## src/sv/gwm_pkg.sv

```systemverilog
`default_nettype none

package gwm_pkg;

  // default pattern capacity
  localparam int unsigned MAX_PATTERN_DEF = 32;

  // special characters, and the constants used for folding
  localparam logic [7:0] CH_QMARK  = 8'h3F;
  localparam logic [7:0] CH_STAR   = 8'h2A;
  localparam logic [7:0] CH_BSLASH = 8'h5C;
  localparam logic [7:0] CH_SLASH  = 8'h2F;
  localparam logic [7:0] CH_UPPER_A = 8'h41;
  localparam logic [7:0] CH_UPPER_Z = 8'h5A;
  localparam logic [7:0] CASE_OFFSET = 8'h20;

  // item operation codes
  typedef enum logic [1:0] {
    OP_CLEAR  = 2'd0,
    OP_APPEND = 2'd1,
    OP_VALUE  = 2'd2,
    OP_FINISH = 2'd3
  } op_t;

  // per-cycle control shared by every cell
  typedef struct packed {
    logic restart;
    logic advance;
    logic clear;
  } cell_ctl_t;

  // data handed from one cell to the next
  typedef struct packed {
    logic carry;  // activity closed over a star at the left neighbour
    logic step;   // left neighbour consumed the value byte
  } link_t;

  // one result item
  typedef struct packed {
    logic matched;
    logic overflow;
  } res_t;

  // fold upper case to lower case and backslash to slash
  function automatic logic [7:0] fold_byte(input logic [7:0] b);
    logic [7:0] r;
    r = b;
    if (b == CH_BSLASH) begin
      r = CH_SLASH;
    end else if (b >= CH_UPPER_A && b <= CH_UPPER_Z) begin
      r = b + CASE_OFFSET;
    end
    return r;
  endfunction

endpackage

`default_nettype wire

```

## src/sv/gwm_cell.sv

```systemverilog
`default_nettype none

module gwm_cell
  import gwm_pkg::*;
(
  input  wire logic       clk,
  input  wire logic       rst_n,
  input  wire cell_ctl_t  ctl_i,
  input  wire logic       wr_en_i,
  input  wire logic [7:0] byte_i,
  input  wire logic       act_rst_i,
  input  wire link_t      lnk_i,
  output link_t           lnk_o,
  output logic            act_o
);

  logic [7:0] pat_r, pat_nxt;
  logic       vld_r, vld_nxt;
  logic       act_r, act_nxt;
  logic       star_nxt;
  logic       seed;
  logic       closed;

  // pattern byte held by this position
  always_comb begin
    vld_nxt = vld_r;
    if (ctl_i.clear) begin
      vld_nxt = 1'b0;
    end else if (wr_en_i) begin
      vld_nxt = 1'b1;
    end
  end

  assign pat_nxt  = wr_en_i ? byte_i : pat_r;
  assign star_nxt = vld_nxt && (pat_nxt == CH_STAR);

  // own activity: a star keeps itself active, a restart starts from the carry only
  assign seed   = ctl_i.advance && (lnk_i.step || (act_r && vld_r && pat_r == CH_STAR));
  assign closed = seed || lnk_i.carry;

  assign lnk_o.carry = closed && star_nxt;
  assign lnk_o.step  = act_r && vld_r && (pat_r == CH_QMARK || pat_r == byte_i);

  assign act_nxt = (ctl_i.restart || ctl_i.advance) ? closed : act_r;
  assign act_o   = act_r;

  always_ff @(posedge clk) begin
    if (!rst_n) begin
      vld_r <= 1'b0;
      act_r <= act_rst_i;
    end else begin
      vld_r <= vld_nxt;
      act_r <= act_nxt;
    end
  end

  // payload, no reset
  always_ff @(posedge clk) begin
    pat_r <= pat_nxt;
  end

endmodule

`default_nettype wire

```

## src/sv/gwm_out_skid.sv

```systemverilog
`default_nettype none

module gwm_out_skid
  import gwm_pkg::*;
(
  input  wire logic clk,
  input  wire logic rst_n,
  input  wire logic push_i,
  input  wire res_t push_data_i,
  output logic      ready_o,
  output logic      out_valid_o,
  input  wire logic out_ready_i,
  output res_t      out_data_o
);

  logic out_vld_r, out_vld_nxt;
  logic skid_vld_r, skid_vld_nxt;
  res_t out_data_r, out_data_nxt;
  res_t skid_data_r, skid_data_nxt;
  logic out_free;

  assign out_free = !out_vld_r || out_ready_i;

  // output slot refills from the skid slot first, then from the new item
  always_comb begin
    out_vld_nxt   = out_vld_r;
    out_data_nxt  = out_data_r;
    skid_vld_nxt  = skid_vld_r;
    skid_data_nxt = skid_data_r;
    if (out_free) begin
      if (skid_vld_r) begin
        out_vld_nxt   = 1'b1;
        out_data_nxt  = skid_data_r;
        skid_vld_nxt  = push_i;
        skid_data_nxt = push_data_i;
      end else begin
        out_vld_nxt  = push_i;
        out_data_nxt = push_data_i;
      end
    end else if (push_i) begin
      skid_vld_nxt  = 1'b1;
      skid_data_nxt = push_data_i;
    end
  end

  always_ff @(posedge clk) begin
    if (!rst_n) begin
      out_vld_r  <= 1'b0;
      skid_vld_r <= 1'b0;
    end else begin
      out_vld_r  <= out_vld_nxt;
      skid_vld_r <= skid_vld_nxt;
    end
  end

  always_ff @(posedge clk) begin
    out_data_r  <= out_data_nxt;
    skid_data_r <= skid_data_nxt;
  end

  assign ready_o     = !skid_vld_r;
  assign out_valid_o = out_vld_r;
  assign out_data_o  = out_data_r;

endmodule

`default_nettype wire

```

## src/sv/glob_wildcard_matcher.sv

```systemverilog
`default_nettype none

// channel  | ports                                          | direction
// ---------+------------------------------------------------+----------
// input    | in_valid, in_ready, in_operation, in_byte_in   | in
// result   | out_valid, out_ready, out_matched,             | out
//          | out_pattern_overflow                           |
//
// one item is taken every cycle while in_ready is high: each byte updates all
// pattern positions at once, with star activity rippling along the row
// of cells inside the cycle; a finish item's result is registered
// reset leaves an empty pattern with position zero active, no results held
// the result side holds up to two results; in_ready falls only when both wait

module glob_wildcard_matcher
  import gwm_pkg::*;
#(
  parameter int unsigned MAX_PATTERN = MAX_PATTERN_DEF
) (
  input  wire logic       clk,
  input  wire logic       rst_n,
  input  wire logic       in_valid,
  output logic            in_ready,
  input  wire logic [1:0] in_operation,
  input  wire logic [7:0] in_byte_in,
  output logic            out_valid,
  input  wire logic       out_ready,
  output logic            out_matched,
  output logic            out_pattern_overflow
);

  localparam int unsigned LW = $clog2(MAX_PATTERN + 1);

  logic [LW-1:0]        len_r, len_nxt;
  logic                 ovf_r, ovf_nxt;
  logic                 tail_r, tail_nxt;
  logic                 fire;
  op_t                  op;
  logic [7:0]           fbyte;
  logic                 full;
  cell_ctl_t            ctl;
  link_t                lnk [0:MAX_PATTERN];
  logic [MAX_PATTERN:0] act_vec;
  logic [MAX_PATTERN-1:0] wr_en;
  res_t                 res;
  res_t                 out_res;

  assign fire  = in_valid && in_ready;
  assign op    = op_t'(in_operation);
  assign fbyte = fold_byte(in_byte_in);
  assign full  = (len_r == LW'(MAX_PATTERN));

  // control for the row of cells
  always_comb begin
    ctl = '0;
    if (fire) begin
      case (op)
        OP_CLEAR: begin
          ctl.restart = 1'b1;
          ctl.clear   = 1'b1;
        end
        OP_APPEND: ctl.restart = 1'b1;
        OP_VALUE:  ctl.advance = 1'b1;
        OP_FINISH: ctl.restart = 1'b1;
        default:   ctl = '0;
      endcase
    end
  end

  // write strobe for the cell at the current length
  always_comb begin
    for (int p = 0; p < MAX_PATTERN; p++) begin
      wr_en[p] = fire && (op == OP_APPEND) && (len_r == LW'(p));
    end
  end

  // length and overflow flag
  always_comb begin
    len_nxt = len_r;
    ovf_nxt = ovf_r;
    if (fire) begin
      case (op)
        OP_CLEAR: begin
          len_nxt = '0;
          ovf_nxt = 1'b0;
        end
        OP_APPEND: begin
          if (full) begin
            ovf_nxt = 1'b1;
          end else begin
            len_nxt = len_r + LW'(1);
          end
        end
        default: begin
          len_nxt = len_r;
          ovf_nxt = ovf_r;
        end
      endcase
    end
  end

  // row of position cells; position zero is seeded on a restart
  assign lnk[0].carry = ctl.restart;
  assign lnk[0].step  = 1'b0;

  for (genvar g = 0; g < MAX_PATTERN; g++) begin : g_cell
    gwm_cell u_cell (
      .clk       (clk),
      .rst_n     (rst_n),
      .ctl_i     (ctl),
      .wr_en_i   (wr_en[g]),
      .byte_i    (fbyte),
      .act_rst_i ((g == 0) ? 1'b1 : 1'b0),
      .lnk_i     (lnk[g]),
      .lnk_o     (lnk[g+1]),
      .act_o     (act_vec[g])
    );
  end

  // position past the last cell
  assign tail_nxt = (ctl.restart || ctl.advance)
                  ? ((ctl.advance && lnk[MAX_PATTERN].step) || lnk[MAX_PATTERN].carry)
                  : tail_r;
  assign act_vec[MAX_PATTERN] = tail_r;

  always_ff @(posedge clk) begin
    if (!rst_n) begin
      len_r  <= '0;
      ovf_r  <= 1'b0;
      tail_r <= 1'b0;
    end else begin
      len_r  <= len_nxt;
      ovf_r  <= ovf_nxt;
      tail_r <= tail_nxt;
    end
  end

  // result of a finish item
  assign res.matched  = act_vec[len_r];
  assign res.overflow = ovf_r;

  gwm_out_skid u_out (
    .clk         (clk),
    .rst_n       (rst_n),
    .push_i      (fire && op == OP_FINISH),
    .push_data_i (res),
    .ready_o     (in_ready),
    .out_valid_o (out_valid),
    .out_ready_i (out_ready),
    .out_data_o  (out_res)
  );

  assign out_matched          = out_res.matched;
  assign out_pattern_overflow = out_res.overflow;

  // length never passes capacity
  a_len_bound: assert property (@(posedge clk) disable iff (!rst_n)
    len_r <= LW'(MAX_PATTERN))
    else $error("pattern length beyond capacity");

  // a clear empties the pattern and drops the overflow flag
  a_clear: assert property (@(posedge clk) disable iff (!rst_n)
    (fire && op == OP_CLEAR) |=> (len_r == '0 && !ovf_r))
    else $error("clear did not empty the pattern");

  // every restart leaves position zero active
  a_restart: assert property (@(posedge clk) disable iff (!rst_n)
    ctl.restart |=> act_vec[0])
    else $error("position zero inactive after restart");

  // overflow only from an append to a full pattern
  a_ovf_rise: assert property (@(posedge clk) disable iff (!rst_n)
    $rose(ovf_r) |-> $past(fire && op == OP_APPEND && full))
    else $error("overflow flag set without a dropped byte");

endmodule

`default_nettype wire
```

## config.mk

```make
export PLATFORM = sky130hd
export DESIGN_NAME = glob_wildcard_matcher
export DESIGN_NICKNAME = d
export VERILOG_FILES = /design/src/sv/gwm_pkg.sv /design/src/sv/gwm_cell.sv /design/src/sv/gwm_out_skid.sv /design/src/sv/glob_wildcard_matcher.sv
export SDC_FILE = /design/constraint.sdc
export NUM_CORES = 1
export LEC_CHECK = 0
export ABC_AREA = 1
export BUFFER_PORTS_ARGS = -buffer_cell sky130_fd_sc_hd__buf_2
export CORE_ASPECT_RATIO = 2
export CORE_MARGIN = 4
export CORE_UTILIZATION = 35
export DETAILED_ROUTE_END_ITERATION = 8
export PLACE_DENSITY = 0.61
export SYNTH_ARGS = -nofsm -noshare
export SYNTH_HDL_FRONTEND = slang
export SYNTH_SLANG_ARGS = --single-unit
```

## constraint.sdc

```tcl
create_clock -name clk -period 9.55 [get_ports clk]
set_input_delay 0.955 -clock clk [delete_from_list [all_inputs] [get_ports clk]]
set_output_delay 0.955 -clock clk [all_outputs]
set_load 0.01 [all_outputs]
```

==> run summary, run 1 <==
Fmax: 134 MHz
Die Y: 327 um
Slowest CP cell: dfxtp_1
Max_cap viols: 0
Mean Syn Cell Area: 6.72 sq um
Nets@finish: 2642
Slew @ Worst Pin: 1.16 ns
Cell variety after synth: 56
Routed Antenna Nets: 0
Leak: 8.28 nW
Tmin final: 7.45 ns
Clock sinks: 334
P per Cell Area: 158 nW/um^2
Clock slew at reported path FFs: 0.06 ns
First-pass GRT wire length: 93.7 mm
Post-synth EDFFs: 4
Synth Area in XOR/XNOR: 0.0339
WP data arrival: 7.96 ns
GRT Resource Usage Total: 0.213
Switch share: 0.274
Core area: 50200 sq um
Rows: 116
R2r endpoint: tail_r$_SDFFE_PN0P_
IO Count: 18
Setup CP Type: flip-flop to flip-flop
Buf/Inv on CP: 1
Most common cell after layout, fill and taps aside: nand2_1
Worst Hold Launch: ovf_r$_SDFFE_PN0P_
Worst Setup End Kind: flip-flop
Seq/Total Area, Yosys: 0.377
Clock Power Share: 0.411
N_diodes: 0
Clock buffer depth: 3
Asr flop ratio synth: 0
Antenna violations before repair: 0
P_sw: 845 uW
Syn nets: 2671
Post-Syn Area: 17800 sq um
Adder-cell share of the synthesized area: 0.00351
Number of synthesis warnings: 0
Compound-Gate Fraction of Synth Area: 0.204
TritonCTS buffer count: 31
Hold Crit Depth: 0
Layout cells sized above 1: 0.0594
RSZ-0062 raised after global routing: false
Reg2reg path depth: 71
R2R setup slack: 2.10 ns
Root Buffer: clkbuf_16
Commonest cells after routing, fill and taps aside: nand2_1, inv_1, dfxtp_1
Final setup violating endpoints: 0
CP Max Fanout: 12
Final hold slack: 0.460 ns
Die width: 168 um
CTS Hold Bufs: 0
Mapped Cells: 2652
CP Data Required Time: 10.06 ns
HPWL after DPL: 42.5 mm
Setup TNS: 0 ns
Initial Utilization: 0.355
1st-iter DRT viols: 1456
CTS tree: built
Slew margin rel.: 0.228
Fin. Hold Viols: 0
Crit path launch type: flip-flop
Clock skew: 0.0422 ns
Mux cell area share after synthesis: 0
FILL cells: 5359
H-tree levels: 1
Number of global-route vias before repair: 17500
Sequential Power Share: 0.481
RePlAce Congestion: 0.931
Ys flop type: dfxtp_1
Routed WL per cell: 18.5 um
GRT overflow: 0
Via Count: 18000
Int Power: 2.25 mW
VDD IR-drop max: 130 uV
Vias per Instance: 5.47
Simple-gate share of the synthesized area: 0.266
Min-delay worst type: flip-flop to flip-flop
Worst-Skew Late Latency: 0.61 ns
Post-Route WL: 60.8 mm
Flops & latches, synth: 334
Largest net degree at the start of global routing: 56
First-pass DRT Iterations: 9
Outcome: complete, no violations
Area delta synth->final: 9.65%
CP peak stage delay: 0.74 ns
Die area: 54800 sq um
WHS Endpoint: u_out.skid_data_r[0]$_DFFE_PP_
I/O Buffers: 17
Slew Viols, Final: 0
Delay-heaviest family, CP: simple AND/OR/NAND/NOR gates
Largest family of logic cells by synthesized area: simple AND/OR/NAND/NOR gates
Reg-to-Reg Start: len_r[1]$_SDFFE_PN0P_
Postcts setup bufs: 0
Tcrit/Tclk final: 0.780
Critical path's most frequent cell: nand2_1
Post-route DRC: 0
Gate power share: 0.107
Number of gates resized after cts: 0
[flip-flops by register name, summed over array words and instances (netlist names)]
signal,count
g_cell.u_cell.act_o,32
g_cell.u_cell.pat_r,256
g_cell.u_cell.vld_r,32
len_r,6
ovf_r,1
tail_r,1
u_out.out_data_o,2
u_out.out_valid_o,1
u_out.skid_data_r,2
u_out.skid_vld_r,1
[final cells by class]
| class | count | area (sq um) | area share |
|---|---|---|---|
| multi-input combinational | 1781 | 9050 | 0.463 |
| inverter | 422 | 1590 | 0.0814 |
| clock buffer | 49 | 953 | 0.0488 |
| clock inverter | 6 | 58.8 | 0.00301 |
| timing repair buffer | 53 | 355 | 0.0182 |
| sequential | 334 | 6730 | 0.344 |
| tap | 649 | 812 | 0.0415 |
[layer usage]
metal,vias up,global-route usage,share of wire
met3,215,0.0196,0.055
met4,0,0.133,0.066
met1,8370,0.224,0.36
met5,-,0,0
met2,686,0.400,0.52
li1,8763,-,-
[worst max-delay path by stage]
stage,depth (start not counted),from,endpoint
final,71,len_r[1]$_SDFFE_PN0P_,tail_r$_SDFFE_PN0P_
after global routing,71,len_r[1]$_SDFFE_PN0P_,tail_r$_SDFFE_PN0P_
after CTS,71,len_r[1]$_SDFFE_PN0P_,tail_r$_SDFFE_PN0P_
after detailed placement,73,in_byte_in[3],tail_r$_SDFFE_PN0P_
after global placement,73,in_byte_in[3],tail_r$_SDFFE_PN0P_
after floorplan,74,in_byte_in[3],tail_r$_SDFFE_PN0P_
[cells by family after synthesis]
logic type	count (synthesis)
xor+xnor	69
compound gates	632
flops	334
simple gates	1075
buf+inv	537
fa+ha+maj	5
[cells in the mapped netlist (6+ instances only)]
cell type / count / area share
a211oi_1: 10 / 0.0042
nand2_2: 10 / 0.0035
nand3_1: 74 / 0.021
inv_2: 17 / 0.0036
nor3_1: 28 / 0.0079
o21ai_0: 295 / 0.083
xor2_1: 45 / 0.022
o41ai_1: 27 / 0.013
nand4_1: 77 / 0.027
inv_1: 398 / 0.084
o211ai_1: 15 / 0.0063
clkbuf_1: 77 / 0.016
o2111ai_1: 20 / 0.0098
dfxtp_1: 330 / 0.37
xnor2_1: 24 / 0.012
o21ai_1: 18 / 0.0051
a221oi_1: 6 / 0.0029
a21oi_1: 151 / 0.042
buf_2: 13 / 0.0036
a2111oi_0: 17 / 0.0084
buf_1: 21 / 0.0044
o22ai_1: 50 / 0.018
nor2_1: 207 / 0.044
nor4_1: 59 / 0.021
or2_2: 8 / 0.0028
nand2_1: 580 / 0.12
nor3b_1: 10 / 0.0042
[per-stage QoR]
stage          setup slack [ns]  cell area, sq um  utilization  total power [mW]  cells
5_1_grt                    1.07             19500        0.389              3.20   3294
6_report                   2.10             19500        0.389              3.09   3294
3_3_place_gp               1.55             18500        0.369              1.84   3239
2_1_floorplan              3.95             17800            -              1.73   2652
3_5_place_dp               1.57             18500        0.369              1.84   3239
4_1_cts                    2.06             19500        0.389              3.11   3294
[power groups by stage]
stage | Clock [mW] | Sequential, mW | Combinational (mW)
2_1_floorplan | 0 | 1.50 | 0.223
3_3_place_gp | 0 | 1.52 | 0.320
3_5_place_dp | 0 | 1.52 | 0.325
4_1_cts | 1.30 | 1.49 | 0.327
5_1_grt | 1.34 | 1.49 | 0.363
6_report | 1.27 | 1.49 | 0.332
No activity file was read; power rests on OpenSTA's default activity.
==> run 2: changes to the inputs <==
- clock period: 9.55 -> 7.1 ns (I/O delays scaled with it)
==> run 2 against run 1 <==
Compared with the run above:
- sequential power grew 34%
- cell count up 2.6%
- clock-buffer cell count decreased by 2
- die area is the same
- maximum frequency up 14%
- design area up 5.0%
- power is 37% higher
- largest cell class unchanged
==> run summary, run 2 (synthesized netlist as in run 1, its figures left out) <==
Outcome: complete, no violations
Critical path's most frequent cell: nand2_2
TritonCTS buffer count: 31
Largest net degree at the start of global routing: 53
1st-iter DRT viols: 1276
Post-Place Worst Slack: 0.0115 ns
Number of global-route vias before repair: 18000
Most common cell after layout, fill and taps aside: nand2_1
Delay-heaviest family, CP: simple AND/OR/NAND/NOR gates
Area delta synth->final: 15.2%
Max Used Layer: met4
Slew @ Worst Pin: 1.07 ns
Clock skew: 0.0296 ns
P_sw: 1.16 mW
First-pass DRT Iterations: 5
Clock slew at reported path FFs: 0.07 ns
Clock Power Share: 0.408
Commonest cells after routing, fill and taps aside: nand2_1, inv_1, dfxtp_1
Slowest CP cell: dfxtp_2
Gate power share: 0.119
Top reg by flops: g_cell.u_cell.pat_r
CP peak stage delay: 0.34 ns
Post-Route WL: 62.4 mm
RePlAce Congestion: 0.929
Layout cells sized above 1: 0.108
First-pass GRT wire length: 95.8 mm
IO Count: 18
I/O Buffers: 17
Post-route DRC: 0
Post-route setup slack: 0.579 ns
Setup TNS: 0 ns
CP startpoint: len_r[1]$_SDFFE_PN0P_
CP Max Fanout: 7
Met1 wire length: 22.6 mm
WL met2: 32.5 mm
Root Buffer: clkbuf_16
Antenna violations before repair: 0
Via Count: 18400
Final Cell Area: 20500 sq um
FILL cells: 5266
Slew Viols, Final: 0
Initial Utilization: 0.355
N_diodes: 0
Clock buffer depth: 3
Buf/Inv on CP: 4
GRT overflow: 0
Tot Pwr: 4.23 mW
Final hold slack: 0.374 ns
CP Data Required Time: 7.62 ns
Reg-to-Reg Start: len_r[1]$_SDFFE_PN0P_
Routed WL per cell: 18.5 um
Die Y: 327 um
GRT Resource Usage Total: 0.217
WP data arrival: 7.04 ns
Wire length on met3: 3.64 mm
Die area: 54800 sq um
Worst Hold Launch: out_ready
Nets@finish: 2725
Worst Setup End Kind: flip-flop
Crit path launch type: flip-flop
Vias per Instance: 5.46
Int Power: 3.07 mW
Switch share: 0.275
H-tree levels: 1
Min-delay worst type: input pin to flip-flop
HPWL after DPL: 44.1 mm
Slew margin rel.: 0.286
Max reg flops: 256
Tmin final: 6.52 ns
DP Area: 19100 sq um
Clock sinks: 334
Routed Antenna Nets: 0
Rows: 116
P per Cell Area: 206 nW/um^2
Core area: 50200 sq um
Sequential Power Share: 0.473
CTS tree: built
Fin. Hold Viols: 0
Die width: 168 um
VDD IR-drop max: 167 uV
Fmax: 153 MHz
Max_cap viols: 0
Setup CP Type: flip-flop to flip-flop
Worst-Skew Late Latency: 0.61 ns
Leak: 8.75 nW
Final setup violating endpoints: 0
Tcrit/Tclk final: 0.918
==> run 2: changes by cell type in the layout (fill, tap and decap cells not counted), moves of 11 or more <==
cell / previous run / this run
nand2_1: 580 / 545
buf_12: 0 / 11
nand2_2: 10 / 44
buf_4: 36 / 104
==> run 2: area by class of cell <==
cell class,count,area [sq um],area share
clock buffer,47,916,0.0446
clock inverter,10,114,0.00555
multi-input combinational,1782,9240,0.450
timing repair buffer,135,1120,0.0545
sequential,334,6740,0.328
inverter,422,1600,0.0779
tap,649,812,0.0395
==> run 2: path summary, 6_finish.rpt <==
check                              endpoint  slack, ns  cells after the start
max                     tail_r$_SDFFE_PN0P_       0.58                     73
min reg2reg  u_out.skid_data_r[0]$_DFFE_PP_       0.46                      0
max reg2reg             tail_r$_SDFFE_PN0P_       0.58                     73
min           u_out.skid_vld_r$_SDFFE_PN0P_       0.37                      4
==> run 2: power groups by stage <==
stage,combinational (mW),sequential [mW],clock [mW]
3_3_place_gp,0.475,2.04,0
4_1_cts,0.483,2.00,1.76
5_1_grt,0.546,2.01,1.83
2_1_floorplan,0.300,2.02,0
6_report,0.504,2.00,1.73
3_5_place_dp,0.481,2.04,0
==> run 2: stage by stage <==
step                      std cells   util
after floorplan                2652      -
after global placement         3304  0.381
after detailed placement       3304  0.381
after CTS                      3361  0.402
after global routing           3379  0.409
final                          3379  0.409
==> run 2: worst register-to-register path: cells and delay by family (launching register included) <==
kind	cells	cell delay [ns]
AO/OA/AOI/OAI	2	0.36
adder cells (fa/ha/maj)	1	0.12
buffers and inverters	4	0.30
flip-flops	1	0.34
AND/OR/NAND/NOR	66	5.35
==> run 2: metal layers <==
metal | vias up | GRT usage
li1 | 8947 | -
met1 | 8614 | 0.232
met2 | 668 | 0.412
met3 | 210 | 0.0222
met4 | 0 | 0.117
met5 | - | 0
==> run 2: repair_timing <==
action,CTS,global route
setup buffers,0,18
endpoints found under the setup margin,0,6
hold buffers,0,0
gates resized for setup,0,71
==> run 3: changes to the inputs <==
- CORE_UTILIZATION: 35 -> 28
- GPL_TIMING_DRIVEN: unset -> 0
- PLACE_DENSITY: 0.61 -> 0.54
==> run 3 against run 2 <==
Compared with the run above:
- die area up 24%
- combinational power down 3%
- worst setup slack worse by 0.11 ns
- register-to-register slack worse by 0.11 ns
- sequential power about the same
- flip-flop and latch count unchanged
- via count down 1.5%
- cell count up 5.1%
- largest power group unchanged
==> run summary, run 3 (synthesized netlist as in run 1, its figures left out) <==
Outcome: complete, no violations
1st-iter DRT viols: 1035
Fin. Hold Viols: 0
Rows: 130
WL met2: 37.7 mm
First-pass DRT Iterations: 5
Area delta synth->final: 15.5%
Wire length on met3: 2.35 mm
WP data arrival: 7.15 ns
Slew @ Worst Pin: 1.29 ns
Vias per Instance: 5.11
Nets@finish: 2758
Routed Antenna Nets: 0
Core area: 62900 sq um
Top reg by flops: g_cell.u_cell.pat_r
FF+latch area: 6730 sq um
Layout Utilization: 0.327
Slew margin rel.: 0.140
Root Buffer: clkbuf_16
Worst Setup End Kind: flip-flop
N_diodes: 0
Slowest CP cell: dfxtp_4
Reg-to-Reg Start: len_r[0]$_SDFFE_PN0P_
Clock sinks: 334
TritonCTS buffer count: 31
R2r endpoint: tail_r$_SDFFE_PN0P_
H-tree levels: 1
Commonest cells after routing, fill and taps aside: nand2_1, inv_1, dfxtp_1
Slew Viols, Final: 0
Buf/Inv on CP: 4
Max Used Layer: met4
Critical path's most frequent cell: nand2_2
GRT Resource Usage Total: 0.194
Max_cap viols: 0
Hold Crit Depth: 4
DP Area: 18900 sq um
Fmax: 151 MHz
CP Max Fanout: 5
Tcrit/Tclk final: 0.934
CP Data Required Time: 7.62 ns
Post-route DRC: 0
Worst-Skew Late Latency: 0.61 ns
HPWL after DPL: 52.5 mm
Post-Route WL: 68.3 mm
R2R setup slack: 0.47 ns
Setup CP Type: flip-flop to flip-flop
RePlAce Congestion: 0.906
Routed WL per cell: 19.2 um
FILL cells: 6801
Clock buffer depth: 3
CTS tree: built
Clock slew at reported path FFs: 0.07 ns
Multi-input gate area: 9310 sq um
Leak: 8.57 nW
Via Count: 18200
Crit path launch type: flip-flop
IO Count: 18
CP peak stage delay: 0.38 ns
Tmin final: 6.63 ns
WHS Endpoint: u_out.skid_vld_r$_SDFFE_PN0P_
Antenna violations before repair: 0
Number of global-route vias before repair: 18400
Tot Pwr: 4.29 mW
I/O Buffers: 16
Delay-heaviest family, CP: simple AND/OR/NAND/NOR gates
P per Cell Area: 209 nW/um^2
VDD IR-drop max: 123 uV
Met1 wire length: 22.6 mm
Die width: 186 um
Max reg flops: 256
Worst Hold Launch: out_ready
Reg2reg path depth: 71
Die area: 68000 sq um
Clock skew: 0.0317 ns
Final setup violating endpoints: 0
Most common cell after layout, fill and taps aside: nand2_1
Min-delay worst type: input pin to flip-flop
First-pass GRT wire length: 104 mm
Initial Utilization: 0.283
Layout cells sized above 1: 0.0905
Final Cell Area: 20600 sq um
Largest net degree at the start of global routing: 16
GRT overflow: 0
Die Y: 365 um
run 3: cell types whose count changed in the layout (fill, tap and decap cells not counted), moves of 4 or more:
cell	before	now
buf_12	11	1
buf_1	0	20
nand2_1	545	540
clkbuf_2	0	4
buf_4	104	40
buf_2	17	26
clkbuf_1	8	73
run 3: worst min-delay path, stage by stage:
cell	delay, ns
buf_2	0.08
nor2_1	0.04
nand3_1	0.07
inv_1	0.04
run 3: worst max-delay path by stage:
stage,start,endpoint,slack [ns],cells past startpoint
floorplan,len_r[1]$_SDFFE_PN0P_,tail_r$_SDFFE_PN0P_,1.57,77
global placement,len_r[1]$_SDFFE_PN0P_,tail_r$_SDFFE_PN0P_,-1.64,77
detailed placement,len_r[1]$_SDFFE_PN0P_,tail_r$_SDFFE_PN0P_,-1.63,77
CTS,len_r[1]$_SDFFE_PN0P_,tail_r$_SDFFE_PN0P_,0.009,76
global route,len_r[1]$_SDFFE_PN0P_,tail_r$_SDFFE_PN0P_,-0.11,74
finish,len_r[0]$_SDFFE_PN0P_,tail_r$_SDFFE_PN0P_,0.47,71
run 3: timing repair:
| action | CTS | global route |
|---|---|---|
| pin swaps | 15 | 45 |
| endpoints found under the hold margin | 0 | 0 |
| endpoints found under the setup margin | 11 | 5 |
| hold buffers | 0 | 0 |
| setup buffers | 17 | 23 |
| resized for setup | 45 | 61 |
run 3: final cells by class:
cell class / count / share of cell area
Timing Repair Buffer: 56 / 0.0194
Buffer: 113 / 0.0242
Inverter: 422 / 0.0779
Tap cell: 792 / 0.0481
Multi-Input combinational cell: 1781 / 0.452
Clock buffer: 40 / 0.0418
Sequential cell: 334 / 0.327
Clock inverter: 15 / 0.00948
run 3: per-stage QoR:
stage               hold slack [ns]  TNS [ns]  worst slack, ns  std cells
finish                        0.378         0            0.468       3553
global route                  0.390    -0.209           -0.114       3553
CTS                           0.353         0          0.00908       3530
detailed placement            0.428     -9.27            -1.63       3460
global placement              0.414     -9.51            -1.64       3460
floorplan                     0.408         0             1.57       2652
run 3: metal layers:
| layer | global-route usage | vias up |
|---|---|---|
| li1 | - | 8999 |
| met1 | 0.172 | 8451 |
| met2 | 0.395 | 466 |
| met3 | 0.0200 | 238 |
| met4 | 0.149 | 0 |
| met5 | 0 | - |
run 3: power breakdown:
group	switching (mW)	internal (mW)
Clock	0.805	1.00
Sequential	0.0622	1.94
Combinational	0.342	0.148
